**src/hw/rtl/hss_pkg.sv**
```systemverilog
`timescale 1ns / 1ps

package hss_pkg;

   localparam int DATA_W       = 32;
   localparam int MAG_W        = 31;
   localparam int ANGLE_W      = 16;
   localparam int TRIG_W       = 16;
   localparam int COUNT_W      = 7;
   localparam int INDEX_W      = 6;
   localparam int MAX_SAMPLES  = 64;
   localparam int MIN_SAMPLES  = 3;
   localparam int SINE_ENTRIES = 256;
   localparam int SINE_IDX_W   = $clog2(SINE_ENTRIES);
   localparam int QTR_SHIFT    = 14;
   localparam int QUARTER_TURN = 1 << QTR_SHIFT;
   localparam int LOOK_W       = QTR_SHIFT + 2 + SINE_IDX_W;
   localparam int TRIG_MAX     = 32767;
   localparam int QUEUE_DEPTH  = 2;

   // Widths of the point arithmetic. D is at most 63, so D^3 fits in 18 bits.
   localparam int D2_W   = 2 * INDEX_W;
   localparam int D3_W   = 18;
   localparam int COEF_W = 21;
   localparam int PROD_W = DATA_W + COEF_W;
   localparam int ACC_W  = PROD_W + 1;
   localparam int QUO_W  = 34;

   localparam longint HALF_PI_Q30 = 64'sd1686629713;
   localparam longint TAYLOR_DIV [8] = '{6, 20, 42, 72, 110, 156, 210, 272};

   typedef logic [TRIG_W-1:0] sine_table_type [SINE_ENTRIES];

   typedef struct packed {
      logic signed [DATA_W-1:0] p0x;
      logic signed [DATA_W-1:0] p0y;
      logic signed [DATA_W-1:0] p1x;
      logic signed [DATA_W-1:0] p1y;
      logic signed [DATA_W-1:0] r0x;
      logic signed [DATA_W-1:0] r0y;
      logic signed [DATA_W-1:0] r1x;
      logic signed [DATA_W-1:0] r1y;
   } seg_type;

   typedef enum logic [1:0] {
      F_IDLE,
      F_LOOK,
      F_MUL,
      F_PUSH
   } front_state_type;

   typedef enum logic [3:0] {
      B_IDLE,
      B_D2,
      B_D3,
      B_K1,
      B_K2,
      B_K3,
      B_MAC,
      B_DVS,
      B_DIV,
      B_OUT
   } back_state_type;

   // Quarter-wave sine in Q1.15 from a Q2.30 Taylor series, evaluated at elaboration.
   function automatic sine_table_type build_sine_table();
      sine_table_type tab;
      longint th;
      longint th2;
      longint term;
      longint sum;
      longint r;
      int i;
      int n;
      for (i = 0; i < SINE_ENTRIES; i++) begin
         th   = (longint'(i) * HALF_PI_Q30) / SINE_ENTRIES;
         th2  = (th * th) >>> 30;
         term = th;
         sum  = th;
         for (n = 1; n <= 8; n++) begin
            term = (term * th2) >>> 30;
            term = term / TAYLOR_DIV[n-1];
            if ((n & 1) != 0) begin
               sum = sum - term;
            end else begin
               sum = sum + term;
            end
         end
         if (sum < 0) begin
            sum = 0;
         end
         r = (sum + (longint'(1) <<< 14)) >>> 15;
         if (r > TRIG_MAX) begin
            r = TRIG_MAX;
         end
         tab[i] = TRIG_W'(r);
      end
      return tab;
   endfunction

   localparam sine_table_type SINE_TABLE = build_sine_table();

   function automatic logic signed [TRIG_W-1:0] quarter_sine(logic [QTR_SHIFT:0] p);
      logic [LOOK_W-1:0] idx;
      idx = (LOOK_W'(p) * LOOK_W'(SINE_ENTRIES) + LOOK_W'(QUARTER_TURN / 2)) >> QTR_SHIFT;
      if (idx >= LOOK_W'(SINE_ENTRIES)) begin
         return TRIG_W'(TRIG_MAX);
      end
      return signed'(SINE_TABLE[idx[SINE_IDX_W-1:0]]);
   endfunction

   function automatic logic signed [TRIG_W-1:0] sine_q15(logic [ANGLE_W-1:0] a);
      logic [QTR_SHIFT:0] p;
      logic signed [TRIG_W-1:0] v;
      if (a[QTR_SHIFT]) begin
         p = (QTR_SHIFT+1)'(QUARTER_TURN) - {1'b0, a[QTR_SHIFT-1:0]};
      end else begin
         p = {1'b0, a[QTR_SHIFT-1:0]};
      end
      v = quarter_sine(p);
      return a[QTR_SHIFT+1] ? -v : v;
   endfunction

endpackage

```
**src/hw/rtl/hss_queue.sv**
```systemverilog
`timescale 1ns / 1ps

module hss_queue (
   input  logic             clock,
   input  logic             reset,
   input  logic             push_valid,
   output logic             push_ready,
   input  hss_pkg::seg_type push_data,
   output logic             pop_valid,
   input  logic             pop_ready,
   output hss_pkg::seg_type pop_data
);
   import hss_pkg::*;

   localparam int PTR_W = $clog2(QUEUE_DEPTH);
   localparam int CNT_W = $clog2(QUEUE_DEPTH + 1);

   seg_type            entry_ff [QUEUE_DEPTH];
   logic [PTR_W-1:0]   wr_ptr_ff, wr_ptr_in;
   logic [PTR_W-1:0]   rd_ptr_ff, rd_ptr_in;
   logic [CNT_W-1:0]   count_ff, count_in;
   logic               do_push, do_pop;

   assign push_ready = (count_ff != CNT_W'(QUEUE_DEPTH));
   assign pop_valid  = (count_ff != '0);
   assign pop_data   = entry_ff[rd_ptr_ff];
   assign do_push    = push_valid && push_ready;
   assign do_pop     = pop_valid && pop_ready;

   always_comb begin
      wr_ptr_in = wr_ptr_ff;
      rd_ptr_in = rd_ptr_ff;
      if (do_push) begin
         wr_ptr_in = (wr_ptr_ff == PTR_W'(QUEUE_DEPTH - 1)) ? '0 : wr_ptr_ff + 1'b1;
      end
      if (do_pop) begin
         rd_ptr_in = (rd_ptr_ff == PTR_W'(QUEUE_DEPTH - 1)) ? '0 : rd_ptr_ff + 1'b1;
      end
      count_in = count_ff + CNT_W'(do_push) - CNT_W'(do_pop);
   end

   always_ff @(posedge clock) begin
      if (reset) begin
         wr_ptr_ff <= '0;
         rd_ptr_ff <= '0;
         count_ff  <= '0;
      end else begin
         wr_ptr_ff <= wr_ptr_in;
         rd_ptr_ff <= rd_ptr_in;
         count_ff  <= count_in;
      end
   end

   always_ff @(posedge clock) begin
      if (do_push) begin
         entry_ff[wr_ptr_ff] <= push_data;
      end
   end

endmodule

```
**config.mk**
```make
export PLATFORM = sky130hd
export DESIGN_NAME = hss_queue
export DESIGN_NICKNAME = d
export VERILOG_FILES = /design/src/hw/rtl/hss_pkg.sv /design/src/hw/rtl/hss_queue.sv
export SDC_FILE = /design/constraint.sdc
export NUM_CORES = 1
export LEC_CHECK = 0
export ABC_AREA = 1
export BUFFER_PORTS_ARGS = -buffer_cell sky130_fd_sc_hd__buf_2
export CORE_ASPECT_RATIO = 1.25
export CORE_MARGIN = 4
export CORE_UTILIZATION = 30
export DETAILED_ROUTE_END_ITERATION = 10
export GPL_TIMING_DRIVEN = 0
export PLACE_DENSITY = 0.59
export SLEW_MARGIN = 30
export SYNTH_ARGS = -nofsm -noshare
export SYNTH_HDL_FRONTEND = slang
export SYNTH_SLANG_ARGS = --single-unit
```
**constraint.sdc**
```tcl
create_clock -name clock -period 18.5 [get_ports clock]
set_clock_uncertainty 0.15 [all_clocks]
set_input_delay 3.7 -clock clock [delete_from_list [all_inputs] [get_ports clock]]
set_output_delay 3.7 -clock clock [all_outputs]
set_load 0.03 [all_outputs]
```
Word level (Yosys, flattened, before mapping)
Memories as Yosys holds them, arrays and structs flattened. A register that Yosys moved wholly into a read port is not among the register bits.
Index checks and enable logic that the tools add are counted.
- equal/unequal tests: 1
- mux-type cells: 6
- reduce and logical (&&, ||, !) cells: 3
- add/subtract/negate cells: 4
- operators with widths (cell ; count):
    $mux W1 ; 6
    $add A1 B1 Y1 const B ; 2
    $add A2 B1 Y2 ; 1
    $logic_and A1 B1 Y1 ; 2
    $ne A2 B2 Y1 const B ; 1
    $reduce_bool A2 Y1 ; 1
    $sub A2 B1 Y2 ; 1
- memories: 1
- memory bits (writable): 512
- logic and storage cells: 18
- bits in registers: 4
- input port bits: 260
- memories (name ; depth ; bits a word ; rd ports ; clocked after Yosys merged registers in ; write ports ; line ; RTL):
    entry_ff ; 2 ; 256 ; 1 ; 1 ; 1 ; hss_queue.sv:18 ; seg_type entry_ff [QUEUE_DEPTH];

Logic depth before layout (Yosys ltp)
- depth after elaboration: 4
- depth in mapped cells: 11
- mapped depth without buffers: 11

Worst setup path after synthesis
No wires, ideal clock.
- path kind: input port to flip-flop
- start point: input push_valid
- end point: memory entry_ff[1][0] (netlist name), enable pin
- path slack: 2991 ps
- cell stages on the path: 2
- data arrival time: 14479 ps
- library setup time: 880 ps
- cells stage by stage: nand2_1 -> nor2_1
- longest elaborated chain between the ends: 3
- RTL lines (what ; line ; RTL):
    start, declared ; hss_queue.sv:6 ; input logic push_valid,
    $logic_and A1 B1 Y1 ; hss_queue.sv:27 ; assign do_push = push_valid && push_ready;
    $mux W1 ; hss_queue.sv:55 ; if (do_push) begin
    $mux W1 (not written as such) ; hss_queue.sv:56 ; entry_ff[wr_ptr_ff] <= push_data;
    end, declared ; hss_queue.sv:18 ;
No other way between the ends.

==> flow_summary.json <==
{
  "ios": 518,
  "met1_length_mm": 15.7,
  "overflow": 0,
  "wl_per_cell_um": 19.1,
  "clockBufferDepth": 3,
  "setup_ws_ps": 12550,
  "start_util": 0.303,
  "wl_met3_mm": 4.14,
  "required_ps": 14650,
  "hold_buffers": 0,
  "worst_path_max_delay_cell": "mux2_2",
  "placedCellCount": 2211,
  "dp_hpwl_mm": 32.8,
  "critPathMaxStageDelay_ps": 430,
  "avgSynthCellArea_um2": 22.6,
  "multi_input_area_um2": 3000,
  "final_antenna_net_count": 0,
  "drive_gt1_frac": 0.615,
  "seq_area_frac_synth": 0.823,
  "fin_hold_ws_ps": 354,
  "worst_pin_slew_ps": 530,
  "grt_max_degree": 23,
  "fillers": 5736,
  "synth_nets": 1093,
  "chipHeight_um": 288,
  "slew_headroom": 0.646,
  "clock_sinks": 517,
  "place.gp.congestion": 0.743,
  "cts_tree": "done",
  "die_area_um2": 66800,
  "viasPerCell": 4.28,
  "hold_violations": 0,
  "status": "complete, no violations",
  "p_leak_uw": 0.00920,
  "wl_mm": 44.2,
  "hp-class": "reg -> reg",
  "fin_crit_sh": 0.321,
  "dp_slack_ps": 12370,
  "crit_chain": "buf_6 > buf_6 > mux2_2 > buf_2",
  "fp-row-count": 102,
  "final_cell_mix": "buf_2, edfxtp_1, mux2_2, clkbuf_16, buf_6",
  "grt_pass1_vias": 10600,
  "worstSetupPathType": "reg -> out",
  "dieWidth_um": 232,
  "drcViolationCount": 0,
  "cts-root-buf": "clkbuf_16",
  "yosysUniqueCellTypes": 14,
  "grt_pass1_wl_mm": 63.9,
  "netlist_area_um2": 18800,
  "nets": 1694,
  "finalNonFillerCells": 2312,
  "path_buf_inv": 3,
  "rsz0062_at_grt": "false",
  "clk_pin_slew_ps": 60,
  "areaGrowthSynthToFinish_pct": 32.4,
  "drtIter0Drc": 386,
  "drtPass1Iterations": 4,
  "slew_viol_final": 0,
  "mostFrequentLayoutCell": "buf_2",
  "period_minus_slack_ps": 5950,
  "cap_violations": 0,
  "post_cts_buffers": 0,
  "clock_latency_ps": 580,
  "final-seq-area_um2": 15500,
  "io_buffers": 517,
  "cellPowerDensity_nw_per_um2": 147,
  "cts_max_level": 2,
  "grt_use_total": 0.126,
  "synthCells": 832,
  "cpLargestDelayFamily": "buffers and inverters",
  "ys_ff_latch": 517,
  "dr.max_layer_used": "met5",
  "cpMostUsedCell": "buf_6",
  "antenna_found_initial": 12,
  "setup_violations": 0,
  "yosysWarnings": 0,
  "met2_length_mm": 22.9,
  "startpoint_type": "register",
  "cts_resized": 0,
  "fp.coreArea_um2": 62000,
  "critPathCaptureType": "primary output",
  "vias": 9885,
  "final_util": 0.401,
  "fmax_mhz": 168,
  "crit_fanout": 10,
  "cts_made_buffers": 52,
  "worstPathArrival_ps": 2100,
  "ir_worst_vdd_uv": 89.8
}
metrics by stage:
stage	instance area [µm²]	power [µW]	TNS, ps
final	24900	3670	0
after global routing	24900	3840	0
after CTS	24900	3740	0
after detailed placement	23200	2680	0
after global placement	22400	2720	-1913420
after floorplan	18800	2350	0
cell usage after synthesis:
cell type,n,share of area
nand2_1,8,0.0016
ha_1,1,0.00067
edfxtp_1,512,0.82
buf_4,1,0.00040
a21oi_1,2,0.00053
nor3_1,1,0.00027
nand3_1,1,0.00027
nor2_1,9,0.0018
inv_1,8,0.0016
buf_2,1,0.00027
xnor2_1,1,0.00047
buf_6,26,0.016
dfxtp_1,5,0.0053
mux2_2,256,0.15
routing by layer:
metal  vias to the layer above  track usage
li1                       4531            -
met1                      4869        0.135
met2                       385        0.224
met3                        92       0.0514
met4                         8       0.0462
met5                         -            0
layout make-up:
| cell class | count | share of cell area |
|---|---|---|
| well taps | 832 | 0.0418 |
| repair buffers | 547 | 0.135 |
| multi-input cells | 279 | 0.121 |
| flip-flops and latches | 517 | 0.622 |
| inverters | 8 | 0.00121 |
| plain buffers | 28 | 0.0123 |
| diodes | 7 | 0.000704 |
| clock buffers | 63 | 0.0548 |
| clock inverters | 31 | 0.0125 |
power breakdown:
part           internal [µW]  switching (µW)  total, µW
Clock                    607             424       1030
Sequential              1480            33.0       1510
Combinational            409             713       1120
registers in the layout, summed over array words and instances, names as in the netlist, named ones only:
register,count
entry_ff,512
wr_ptr_ff,1
rd_ptr_ff,1
count_ff,2
worst register-to-register path: cells and delay by family, from the launching register on:
kind                   cells  cell delay, ps
AND/OR/NAND/NOR            3             770
flip-flops                 1             370
buffers and inverters      7            1220
final timing paths:
kind,from,end,slack (ps),cells past startpoint
setup reg to reg,count_ff[0],entry_ff[0][121],15670,10
setup / recovery,register,pop_data[190],12550,4
hold reg to reg,rd_ptr_ff,register,350,2
hold / removal,rd_ptr_ff,register,350,2
cell families (layout without fill, tap and decap cells):
group           after synthesis  after routing  share of synthesized area
compound gates                2              2                   0.000533
xor+xnor                      1              1                   0.000466
fa+ha+maj                     1              1                   0.000665
buf+inv                      36            677                     0.0178
flops                       517            517                      0.823
mux                         256            256                      0.153
other cells                   0              7                          0
simple gates                 19             19                    0.00393
No activity file was read; power rests on OpenSTA's default activity.
